$ cat config.mk
export PLATFORM = sky130hd
export DESIGN_NAME = time_series_resampler
export DESIGN_NICKNAME = d
export VERILOG_FILES = /design/src/hdl/tsr_pkg.sv /design/src/hdl/time_series_resampler.sv
export SDC_FILE = /design/constraint.sdc
export NUM_CORES = 2
export LEC_CHECK = 0
export ABC_AREA = 1
export BUFFER_PORTS_ARGS = -buffer_cell sky130_fd_sc_hd__buf_2
export CORE_MARGIN = 10
export CORE_UTILIZATION = 45
export DETAILED_ROUTE_END_ITERATION = 8
export PLACE_DENSITY = 0.73
export SKIP_CTS_REPAIR_TIMING = 1
export SLEW_MARGIN = 40
export SYNTH_ARGS = -nofsm -noshare
export SYNTH_HDL_FRONTEND = slang
export SYNTH_SLANG_ARGS = --single-unit
$ cat constraint.sdc
create_clock -name clk -period 12.8 [get_ports clk]
set_clock_uncertainty 0.05 [all_clocks]
set_input_delay 0.64 -clock clk [delete_from_list [all_inputs] [get_ports clk]]
set_output_delay 0.64 -clock clk [all_outputs]
set_load 0.05 [all_outputs]
$ cat src/hdl/tsr_pkg.sv
`default_nettype none
// ----------------------------------------------------------------------------
// tsr_pkg: shared types and constants of the time series resampler.
// Holds the request payload structs and the register indexes.
// ----------------------------------------------------------------------------
package tsr_pkg;

    localparam int MAX_POINTS_DEF  = 64;
    localparam int WEIGHT_BITS_DEF = 16;

    // Configuration register indexes.
    localparam logic [1:0] REG_START = 2'd0;
    localparam logic [1:0] REG_STEP  = 2'd1;
    localparam logic [1:0] REG_COUNT = 2'd2;
    localparam logic [1:0] REG_MASK  = 2'd3;

    typedef struct packed {
        logic signed [31:0] in_offset;
        logic        [15:0] in_co2;
        logic signed [15:0] in_temp;
        logic        [15:0] in_humidity;
        logic signed [15:0] in_voc;
        logic signed [15:0] in_nox;
        logic        [17:0] in_pressure;
        logic signed [15:0] in_pm;
        logic               in_last;
    } in_rec_t;

    typedef struct packed {
        logic signed [31:0] out_offset;
        logic        [15:0] out_co2;
        logic signed [15:0] out_temp;
        logic        [15:0] out_humidity;
        logic signed [15:0] out_voc;
        logic signed [15:0] out_nox;
        logic        [17:0] out_pressure;
        logic signed [15:0] out_pm;
        logic               out_end_marker;
        logic               out_final;
    } out_rec_t;

endpackage
`default_nettype wire

$ cat src/hdl/time_series_resampler.sv
`default_nettype none
// ----------------------------------------------------------------------------
// time_series_resampler: linear interpolation resampler.
// Resamples time-ordered sensor records onto a regular grid of points.
// ----------------------------------------------------------------------------
// Channel   Direction  Handshake          Payload
// in        input      in_valid/in_ready  tsr_pkg::in_rec_t
// out       output     out_valid/out_ready tsr_pkg::out_rec_t
// cfg       input      cfg_we             cfg_index, cfg_data
//
// A record that closes no bracket keeps in_ready low after it is taken, while it
// passes the check, tail, end-marker and wait states. Each interpolated point
// passes a check, the restoring weight divider, the shared 20x(WEIGHT_BITS+2)
// multiplier at one field a cycle, and an emit state. Multiply and emit wait
// while the output register holds an untaken result, and in_ready stays low
// until it is taken. Reset clears all control state and loads register defaults.
// ----------------------------------------------------------------------------
module time_series_resampler #(
    parameter int MAX_POINTS  = tsr_pkg::MAX_POINTS_DEF,
    parameter int WEIGHT_BITS = tsr_pkg::WEIGHT_BITS_DEF
) (
    input  wire                 clk,
    input  wire                 rst_n,
    input  wire                 in_valid,
    output logic                in_ready,
    input  tsr_pkg::in_rec_t    in_data,
    output logic                out_valid,
    input  wire                 out_ready,
    output tsr_pkg::out_rec_t   out_data,
    input  wire                 cfg_we,
    input  wire  [1:0]          cfg_index,
    input  wire  [31:0]         cfg_data
);
    import tsr_pkg::*;

    localparam int WB = WEIGHT_BITS;
    localparam int CW = $clog2(WB);

    typedef enum logic [7:0] {
        ST_IDLE  = 8'b0000_0001,
        ST_CHECK = 8'b0000_0010,
        ST_DIV   = 8'b0000_0100,
        ST_MUL   = 8'b0000_1000,
        ST_EMIT  = 8'b0001_0000,
        ST_TAIL  = 8'b0010_0000,
        ST_ENDM  = 8'b0100_0000,
        ST_WAIT  = 8'b1000_0000
    } state_t;

    // Configuration registers.
    logic signed [31:0] start_reg;
    logic [16:0]        step_reg;
    logic [6:0]         count_reg;
    logic [15:0]        mask_reg;

    always_ff @(posedge clk or negedge rst_n)
    begin
        if (!rst_n)
        begin
            start_reg <= '0;
            step_reg  <= 17'd60;
            count_reg <= 7'd64;
            mask_reg  <= 16'd511;
        end
        else if (cfg_we)
        begin
            case (cfg_index)
                REG_START: start_reg <= cfg_data;
                REG_STEP:  step_reg  <= cfg_data[16:0];
                REG_COUNT: count_reg <= cfg_data[6:0];
                REG_MASK:  mask_reg  <= cfg_data[15:0];
                default:   ;
            endcase
        end
    end

    state_t             state_reg;
    in_rec_t            rec_reg;
    in_rec_t            held_reg;
    logic               have_held_reg;
    logic               done_reg;
    logic signed [32:0] npo_reg;
    logic [6:0]         emitted_reg;
    logic               any_reg;
    out_rec_t           obuf_reg;
    logic               ovalid_reg;

    // Divider state: restoring, one quotient bit a cycle.
    logic [32:0]        drem_reg;
    logic [32:0]        dden_reg;
    logic [WB:0]        quo_reg;
    logic [CW-1:0]      dcnt_reg;
    logic [2:0]         fidx_reg;

    // Effective count and step.
    logic [6:0]         cnt_eff;
    logic [16:0]        stp_eff;
    assign cnt_eff = (count_reg > 7'(MAX_POINTS)) ? 7'(MAX_POINTS) : count_reg;
    assign stp_eff = (step_reg == '0) ? 17'd1 : step_reg;

    logic signed [32:0] roff;
    logic signed [32:0] hoff;
    logic signed [32:0] start_ext;
    assign roff      = {rec_reg.in_offset[31], rec_reg.in_offset};
    assign hoff      = {held_reg.in_offset[31], held_reg.in_offset};
    assign start_ext = $signed({start_reg[31], start_reg});

    // Shared multiply: field difference times weight, truncated toward zero.
    logic signed [18:0] ma, mb;
    logic signed [19:0] mdiff;
    logic signed [20+WB:0] mprod;
    logic signed [20+WB:0] mq;
    logic signed [19:0] mres;
    logic [15:0] gmask;
    logic gzero;

    always_comb
    begin
        ma = '0;
        mb = '0;
        case (fidx_reg)
            3'd0: begin ma = 19'(held_reg.in_co2); mb = 19'(rec_reg.in_co2); end
            3'd1: begin ma = 19'(held_reg.in_temp); mb = 19'(rec_reg.in_temp); end
            3'd2: begin ma = 19'(held_reg.in_humidity); mb = 19'(rec_reg.in_humidity); end
            3'd3:
            begin
                ma = 19'($signed(held_reg.in_voc & mask_reg));
                mb = 19'($signed(rec_reg.in_voc & mask_reg));
            end
            3'd4:
            begin
                ma = 19'($signed(held_reg.in_nox & mask_reg));
                mb = 19'($signed(rec_reg.in_nox & mask_reg));
            end
            3'd5: begin ma = 19'(held_reg.in_pressure); mb = 19'(rec_reg.in_pressure); end
            3'd6: begin ma = 19'(held_reg.in_pm); mb = 19'(rec_reg.in_pm); end
            default: ;
        endcase
        mdiff = 20'(mb) - 20'(ma);
        mprod = (21+WB)'(mdiff) * $signed({1'b0, quo_reg});
        mq    = (mprod < 0) ? -((-mprod) >>> WB) : (mprod >>> WB);
        mres  = 20'(ma) + mq[19:0];
        gmask = ~mask_reg;
        gzero = (ma == 0) || (mb == 0);
    end

    logic signed [33:0] diff_off;
    assign diff_off = 34'(roff) - 34'(hoff);

    assign in_ready  = (state_reg == ST_IDLE) && !ovalid_reg;
    assign out_valid = ovalid_reg;
    assign out_data  = obuf_reg;

    always_ff @(posedge clk or negedge rst_n)
    begin
        if (!rst_n)
        begin
            state_reg     <= ST_IDLE;
            rec_reg       <= '0;
            held_reg      <= '0;
            obuf_reg      <= '0;
            have_held_reg <= 1'b0;
            done_reg      <= 1'b0;
            npo_reg       <= '0;
            emitted_reg   <= '0;
            ovalid_reg    <= 1'b0;
            any_reg       <= 1'b0;
            drem_reg      <= '0;
            dden_reg      <= '0;
            quo_reg       <= '0;
            dcnt_reg      <= '0;
            fidx_reg      <= '0;
        end
        else
        begin
            if (ovalid_reg && out_ready)
                ovalid_reg <= 1'b0;
            case (state_reg)
                ST_IDLE:
                begin
                    if (in_valid && in_ready)
                    begin
                        rec_reg   <= in_data;
                        any_reg   <= 1'b0;
                        state_reg <= ST_CHECK;
                    end
                end
                ST_CHECK:
                begin
                    // Decide what this record does.
                    if (done_reg)
                        state_reg <= ST_WAIT;
                    else if (!have_held_reg)
                    begin
                        npo_reg     <= start_ext;
                        emitted_reg <= '0;
                        if (cnt_eff == 0 || roff > start_ext)
                        begin
                            done_reg  <= 1'b1;
                            state_reg <= ST_ENDM;
                        end
                        else
                            state_reg <= ST_TAIL;
                    end
                    else if (emitted_reg < cnt_eff && roff > npo_reg)
                    begin
                        // Start weight division: ((p - a) << WB) / d, where
                        // p - a is below d and serves as the first remainder.
                        drem_reg  <= npo_reg - hoff;
                        dden_reg  <= diff_off[32:0];
                        quo_reg   <= '0;
                        dcnt_reg  <= '0;
                        state_reg <= ST_DIV;
                    end
                    else
                        state_reg <= ST_TAIL;
                end
                ST_DIV:
                begin
                    // The quotient stays below 2^WB since p < b.
                    logic [33:0] trial;
                    trial = {drem_reg, 1'b0} - {1'b0, dden_reg};
                    if (!trial[33])
                    begin
                        drem_reg <= trial[32:0];
                        quo_reg  <= {quo_reg[WB-1:0], 1'b1};
                    end
                    else
                    begin
                        drem_reg <= {drem_reg[31:0], 1'b0};
                        quo_reg  <= {quo_reg[WB-1:0], 1'b0};
                    end
                    if (dcnt_reg == CW'(WB - 1))
                    begin
                        fidx_reg  <= '0;
                        state_reg <= ST_MUL;
                    end
                    dcnt_reg <= dcnt_reg + 1'b1;
                end
                ST_MUL:
                begin
                    // One field per cycle through the shared multiplier, once
                    // the output register no longer holds an untaken result.
                    if (!ovalid_reg || out_ready)
                    begin
                        obuf_reg.out_offset     <= npo_reg[31:0];
                        obuf_reg.out_end_marker <= 1'b0;
                        obuf_reg.out_final      <= 1'b0;
                        case (fidx_reg)
                            3'd0: obuf_reg.out_co2      <= mres[15:0];
                            3'd1: obuf_reg.out_temp     <= mres[15:0];
                            3'd2: obuf_reg.out_humidity <= mres[15:0];
                            3'd3: obuf_reg.out_voc <= gzero ? 16'd0 :
                                (mres[15:0] | ((held_reg.in_voc | rec_reg.in_voc) & gmask));
                            3'd4: obuf_reg.out_nox <= gzero ? 16'd0 :
                                (mres[15:0] | ((held_reg.in_nox | rec_reg.in_nox) & gmask));
                            3'd5: obuf_reg.out_pressure <= mres[17:0];
                            3'd6: obuf_reg.out_pm <= (ma < 0 || mb < 0) ? -16'sd1 : mres[15:0];
                            default: ;
                        endcase
                        if (fidx_reg == 3'd6)
                            state_reg <= ST_EMIT;
                        fidx_reg <= fidx_reg + 1'b1;
                    end
                end
                ST_EMIT:
                begin
                    // Show the point once the output register is free.
                    if (!ovalid_reg || out_ready)
                    begin
                        logic [6:0] ne;
                        ne = emitted_reg + 1'b1;
                        ovalid_reg  <= 1'b1;
                        any_reg     <= 1'b1;
                        emitted_reg <= ne;
                        npo_reg     <= npo_reg + 33'(stp_eff);
                        if (ne >= cnt_eff)
                        begin
                            obuf_reg.out_final <= 1'b1;
                            done_reg  <= 1'b1;
                            state_reg <= ST_WAIT;
                        end
                        else
                            state_reg <= ST_CHECK;
                    end
                end
                ST_TAIL:
                begin
                    // Take the record as held; emit it if it lies on a point.
                    if (!ovalid_reg || out_ready)
                    begin
                        held_reg      <= rec_reg;
                        have_held_reg <= 1'b1;
                        state_reg     <= ST_ENDM;
                        if (emitted_reg < cnt_eff && roff == npo_reg)
                        begin
                            ovalid_reg <= 1'b1;
                            obuf_reg   <= {rec_reg.in_offset, rec_reg.in_co2,
                                rec_reg.in_temp, rec_reg.in_humidity, rec_reg.in_voc,
                                rec_reg.in_nox, rec_reg.in_pressure, rec_reg.in_pm,
                                1'b0, (emitted_reg + 7'd1 >= cnt_eff)};
                            emitted_reg <= emitted_reg + 1'b1;
                            npo_reg     <= npo_reg + 33'(stp_eff);
                            if (emitted_reg + 7'd1 >= cnt_eff)
                                done_reg <= 1'b1;
                        end
                        else if (emitted_reg >= cnt_eff)
                        begin
                            done_reg <= 1'b1;
                            if (any_reg)
                                obuf_reg.out_final <= 1'b1;
                        end
                    end
                end
                ST_ENDM:
                begin
                    // Early end marker when the data ends with points owed.
                    if (!ovalid_reg || out_ready)
                    begin
                        if (rec_reg.in_last && !done_reg)
                        begin
                            ovalid_reg <= 1'b1;
                            obuf_reg   <= '0;
                            obuf_reg.out_end_marker <= 1'b1;
                            obuf_reg.out_final      <= 1'b1;
                        end
                        state_reg <= ST_WAIT;
                    end
                end
                default:
                begin
                    // Finish the record; in_last re-arms for a new query.
                    if (rec_reg.in_last)
                    begin
                        have_held_reg <= 1'b0;
                        emitted_reg   <= '0;
                        done_reg      <= 1'b0;
                        npo_reg       <= '0;
                    end
                    state_reg <= ST_IDLE;
                end
            endcase
        end
    end

`ifndef SYNTHESIS
    // No request is accepted while the sequencer is busy.
    a_ready_idle: assert property (@(posedge clk) disable iff (!rst_n)
        in_ready |-> (state_reg == ST_IDLE))
        else $error("in_ready outside idle");
    // The emitted count never exceeds the bound.
    a_count: assert property (@(posedge clk) disable iff (!rst_n)
        emitted_reg <= 7'(MAX_POINTS))
        else $error("point count overflow");
    // A pending result stays shown until taken.
    a_hold: assert property (@(posedge clk) disable iff (!rst_n)
        (out_valid && !out_ready) |=> (out_valid && $stable(out_data)))
        else $error("result dropped");
    // An end marker is always the final result.
    a_endm: assert property (@(posedge clk) disable iff (!rst_n)
        (out_valid && out_data.out_end_marker) |-> out_data.out_final)
        else $error("end marker not final");
`endif

endmodule
`default_nettype wire

After elaboration in Yosys (flattened, before gate mapping). Index checks and enable logic that the tools add are counted.

$add $sub $neg: 11. Multipliers: 1. $lt $le $gt $ge: 9. Eq/ne operators: 40. Mux-type cells: 92. Bitwise operators: 14. Reduce and logical (&&, ||, !) cells: 50.

Operator list (number): 2-to-1 mux 148 bit (4); case mux 147 bit (3 select lines) (1); 2-to-1 mux 33 bit (10); case mux 19 bit (7 select lines) (2); 2-to-1 mux 147 bit (1); 2-to-1 mux 16 bit (9); case mux 33 bit (4 select lines) (1); AND 16 bit (6); 2-to-1 mux 8 bit (10); 2-to-1 mux 17 bit (4); case mux 33 bit (2 select lines) (1); zero test 32 bit (2); OR 16 bit (4); AND reduction 7 bit (9); 2-to-1 mux 7 bit (8); case mux 8 bit (7 select lines) (1); < comparator 19 x 1 -> 1 bit, second input constant (2); < comparator 37 x 1 -> 1 bit, second input constant (1); multiplier 20 x 18 -> 37 bit (1); 2-to-1 mux 18 bit (2); negator 34 bit (1); case mux 17 bit (2 select lines) (1); subtractor 34 x 33 -> 34 bit (1); adder 33 x 17 -> 33 bit (1); other kinds (60) (134).

Register bits: 655. Input port bits: 186. Output and inout port bits: 150. Logic and storage cells: 260.

Longest topological paths before layout.
Depth in word-level cells: 13. Gate-level depth with buffers: 77. Mapped depth without buffers: 74.

Least setup slack after synthesis. OpenSTA, ideal clock, no wires.

Kind: reg2reg. From: register fidx_reg[0]. To: register obuf_reg (netlist bit out_data[34]). Library setup time: 80 ps. Arrival: 11248 ps. Required time: 12670 ps. Setup slack: 1422 ps. Cell stages (with the launch flop): 73. Path buffers: 4. Period minus slack after synthesis: 11378 ps. Path through: dfrtp_1 -> inv_1 -> ha_1 -> nand2_2 -> inv_2 -> buf_2 -> buf_1 -> a22o_1 -> a21oi_1 -> nand4_1 -> ha_1 -> inv_1 -> fa_1 -> a21oi_1 -> o21bai_1 -> a21boi_1 -> o21ai_2 -> nand3_1 -> (+37 left out) -> nand2_1 -> nand2_1 -> nand2_1 -> a21oi_1 -> nor2_1 -> nor2_1 -> o21ai_0 -> a21boi_0 -> o21ai_0 -> nand3_1 -> nand2_1 -> nand2_1 -> nand2_1 -> a21oi_1 -> inv_1 -> nand2_1 -> nand3_1 -> a2bb2oi_1.

Cells in the longest elaborated chain, start to end: 11. Elaborated cells between the ends (all ways): 21.

Ends and longest elaborated chain: start: declaration (RTL line time_series_resampler.sv:93) `logic [2:0] fidx_reg;`; start signal: assignment (RTL line time_series_resampler.sv:263) `fidx_reg <= fidx_reg + 1'b1;`; equality test 3 bit, or another cell as far along (RTL line time_series_resampler.sv:121) `case (fidx_reg)`; case mux 19 bit (7 select lines) (RTL line time_series_resampler.sv:121); subtractor 19 x 19 -> 20 bit (RTL line time_series_resampler.sv:139) `mdiff = 20'(mb) - 20'(ma);`; multiplier 20 x 18 -> 37 bit (RTL line time_series_resampler.sv:140) `mprod = (21+WB)'(mdiff) * $signed({1'b0, quo_reg});`; negator 34 bit (RTL line time_series_resampler.sv:141) `mq = (mprod < 0) ? -((-mprod) >>> WB) : (mprod >>> WB);`; negator 18 bit (RTL line time_series_resampler.sv:141); 2-to-1 mux 18 bit (RTL line time_series_resampler.sv:141); adder 18 bit (RTL line time_series_resampler.sv:142) `mres = 20'(ma) + mq[19:0];`; 2-to-1 mux 18 bit (RTL line time_series_resampler.sv:249) `case (fidx_reg)`; 2-to-1 mux 148 bit (RTL line time_series_resampler.sv:244) `if (!ovalid_reg || out_ready)`; case mux 147 bit (3 select lines) (RTL line time_series_resampler.sv:178) `case (state_reg)`; end signal: assignment (RTL line time_series_resampler.sv:298) `obuf_reg <= {rec_reg.in_offset, rec_reg.in_co2,`; end: declaration (RTL line time_series_resampler.sv:85) `out_rec_t obuf_reg;`.

Several ways; a longest one is shown, not always the timed one. The select of a mux whose other input is x is not followed. A chain may end at the register's enable or synchronous reset.

Worst setup path in the final report.
From: register fidx_reg[0]. To: register obuf_reg (netlist bit out_data[17]).

Cells in the longest elaborated chain, start to end: 12. Elaborated cells between the ends (all ways): 25.

Ends and longest elaborated chain: equality test 3 bit, or another cell as far along (RTL line time_series_resampler.sv:121, time_series_resampler.sv:249); case mux 19 bit (7 select lines) (RTL line time_series_resampler.sv:121); subtractor 19 x 19 -> 20 bit (RTL line time_series_resampler.sv:139); multiplier 20 x 18 -> 37 bit (RTL line time_series_resampler.sv:140); negator 34 bit (RTL line time_series_resampler.sv:141); negator 18 bit (RTL line time_series_resampler.sv:141); 2-to-1 mux 18 bit (RTL line time_series_resampler.sv:141); adder 18 bit (RTL line time_series_resampler.sv:142); 2-to-1 mux 16 bit (RTL line time_series_resampler.sv:258) `3'd6: obuf_reg.out_pm <= (ma < 0 || mb < 0) ? -16'sd1 : mres[15:0];`; 2-to-1 mux 16 bit (RTL line time_series_resampler.sv:249); 2-to-1 mux 148 bit (RTL line time_series_resampler.sv:244); case mux 147 bit (3 select lines) (RTL line time_series_resampler.sv:178).

Several ways; a longest one is shown, not always the timed one. The select of a mux whose other input is x is not followed.

==> key figures <==
STA
  • Slew headroom: 39.50%
  • Part of the cycle the worst path needs: 95.38%
  • Max-slew violation count: 0
  • Min Clock Period, post-route: 12210 ps
  • Hold_ws: -30.57 ps
  • Final setup viols: 0
  • Slew at the pin closest to its max-slew limit: 899.2 ps
  • Final hold violation count: 16
  • Fmax: 81.91 MHz

Logic synthesis
  • Syn Nets: 7721
  • Yosys cell types: 70
  • Synth cell count leaders: nand2_1 (1467), inv_1 (1228), dfrtp_1 (640)
  • Synth top area share: 30.31%
  • Post-synth EDFFs: 0
  • Fraction of registers with async set/reset: 100.0%
  • Gate Count Post-Synth: 6865
  • Most frequent cell after synthesis: nand2_1
  • Yosys warns: 0
  • Yosys top cell by area: dfrtp_1
  • #FFs+latches synth: 655
  • Synth Flop Type: dfrtp_1
  • Sequential area share after synthesis: 31.06%
  • Mapped cell area: 0.05283 mm^2
  • Syn_area_per_cell: 7.696 um^2
  • Top cells by area, synth: dfrtp_1 (30%), fa_1 (13%), nand2_1 (10%), inv_1 (8.7%), ha_1 (7.8%)

Finish
  • Area growth syn-to-layout: 12.44%
  • # diodes: 0
  • Share of post-route cells with drive strength above 1: 11.27%
  • Cell Count, Final, Fillers Out: 8722
  • Layout net count: 8000
  • Number of flip-flops under the largest register name: 148
  • Finished Cell Area: 0.05941 mm^2

Critical path
  • Worst Setup Start Kind: flip-flop
  • Highest-delay cell along the critical path: fa_1
  • WP data required: 13280 ps
  • Most used cell, CP: nand2_1
  • CP peak stage delay: 560 ps
  • Crit end category: flip-flop
  • R2R Path Start: fidx_reg[0]
  • Worst R2R Path Depth: 59
  • Worst-path fanout max: 12
  • Critical path arrival: 12690 ps
  • Crit Path Class: reg -> reg
  • Crit Reg-Reg Endpoint: out_data[17]
  • Worst R2R Setup Slack: 590 ps

Route
  • Post-route DRC: 0
  • DR vias: 48780
  • DRT Pass-1 Iters: 7
  • Final WL: 182.2 mm
  • Antenna-violating nets left: 0
  • Routed WL per cell: 20.89 um
  • Vias/cell: 5.593
  • Iteration-0 DRC Markers: 5535

Die
  • Top Ports: 336
  • Core area: 0.1164 mm^2
  • Die Wd: 362.6 um
  • Die Ht: 362.6 um
  • Die area: 0.1315 mm^2
  • Initial Util: 45.40%
  • Core Rows: 125

Place
  • Placed cell areas: 0.05633 mm^2
  • IO buf count: 335
  • GP Congestion: 1.006
  • Dpl hpwl: 143.1 mm
  • Placed cell count: 8581

Power and ir drop
  • Worst VDD drop: 0.3626 mV
  • Pwr Density: 269.8 mW/mm^2
  • P_leak: 0.03148 uW

Worst hold path
  • Worst hold path type: in -> async

Clock tree
  • Root Driver: clkbuf_16
  • Num CTS Buffers: 70
  • Clk Latency, worst-skew pair: 640 ps
  • Max Buffers Root-to-Sink: 3
  • Worst-path clk slew: 60 ps
  • CTS tree: built
  • Clk sinks: 655
  • Number of H-tree levels: 3

Global route
  • GRT Total Usage: 27.21%
  • Largest net degree at the start of global routing: 152
  • Global-route wire length before repair: 281.8 mm
  • Initial antenna violation count: 5
  • Global route total overflow: 0
  • Vias in the first global route: 48030

Outcome
  • Status: finished, violations left
  • Failing checks: negative hold slack

Job
  • Max Cap Viol: 0
-- final cells by class --
class / instances / area, um^2
fill: 11190 / 56950
inverter: 1274 / 4815
clock inverter: 36 / 516.7
timing repair buffer: 451 / 2685
clock buffer: 90 / 1938
sequential: 655 / 16410
multi-input combinational: 4692 / 31130
tap: 1524 / 1907
-- where the power goes --
group	switching (uW)	internal [uW]
logic	7160	3210
registers	669	2770
clock network	918	1300
-- logic make-up (layout without fill, tap and decap cells) --
family                     Yosys count  after routing  share of synthesized area, %
and+or+nand+nor                   2436           2436                         19.11
buffers and inverters             1518           1851                         10.92
AOI/OAI and AO/OA                 1448           1448                         15.77
adders and majority gates          670            670                         20.73
DFF                                655            655                         31.06
xor gates and xnor gates           116            116                         1.994
muxes                               22             22                        0.4215
-- placed cells by master (no fill, tap or decap), types with 16 or more instances in the layout --
master     instances
nor4_1            24
o21bai_1          28
a22oi_1           23
nor2_1           490
nor3_1            45
inv_1           1223
mux2i_1           20
inv_2             27
fa_1             338
nand4_1           80
a2bb2oi_1         53
clkbuf_16         71
nor2_2            42
nand2_1         1448
buf_2            334
nand3_1          203
buf_4            100
a22o_1            22
a31oi_1           52
xnor2_1           38
nand2_2           25
o22ai_1           91
o21ai_0          627
a21oi_1          373
dfrtp_1          638
ha_1             311
o211ai_1          27
a211oi_1          16
or2_2             26
xor2_1            70
-- worst max path at each step --
| stage | depth (start not counted) | end | slack, ps | from |
|---|---|---|---|---|
| 3_3_place_gp | 63 | out_data[14] | 90 | fidx_reg[0] |
| 3_5_place_dp | 63 | out_data[14] | 6 | fidx_reg[1] |
| 2_1_floorplan | 72 | out_data[34] | 1420 | fidx_reg[0] |
| 6_report | 59 | out_data[17] | 590 | fidx_reg[0] |
| 5_1_grt | 72 | out_data[34] | -150 | fidx_reg[0] |
| 4_1_cts | 63 | out_data[14] | -30 | fidx_reg[1] |
-- through the flow --
step	setup WS (ps)	setup TNS, ps	utilization (%)	power (uW)	hold slack, ps
2_1_floorplan	1422	0	-	10120	294.4
3_3_place_gp	89.40	0	48.35	13160	400.0
3_5_place_dp	5.522	0	48.41	13280	405.9
6_report	591.4	0	51.05	16030	-30.57
5_1_grt	-151.8	-584.7	51.05	17150	41.09
4_1_cts	-31.97	-31.97	50.52	15550	2.882
-- routing by layer --
metal	track usage, %	wire length [um]
met4	10.12	6950
met1	37.28	76700
met5	0	23
met3	5.284	17100
met2	42.46	81410
-- critical path, delay by kind of cell (launching register included) --
family | cells | cell delay, ps
AOI/OAI and AO/OA | 14 | 3070
xor gates and xnor gates | 1 | 300
adders and majority gates | 11 | 4610
buffers and inverters | 12 | 1120
DFF | 1 | 390
and+or+nand+nor | 21 | 2550
Power figures use the tool's default switching activity.
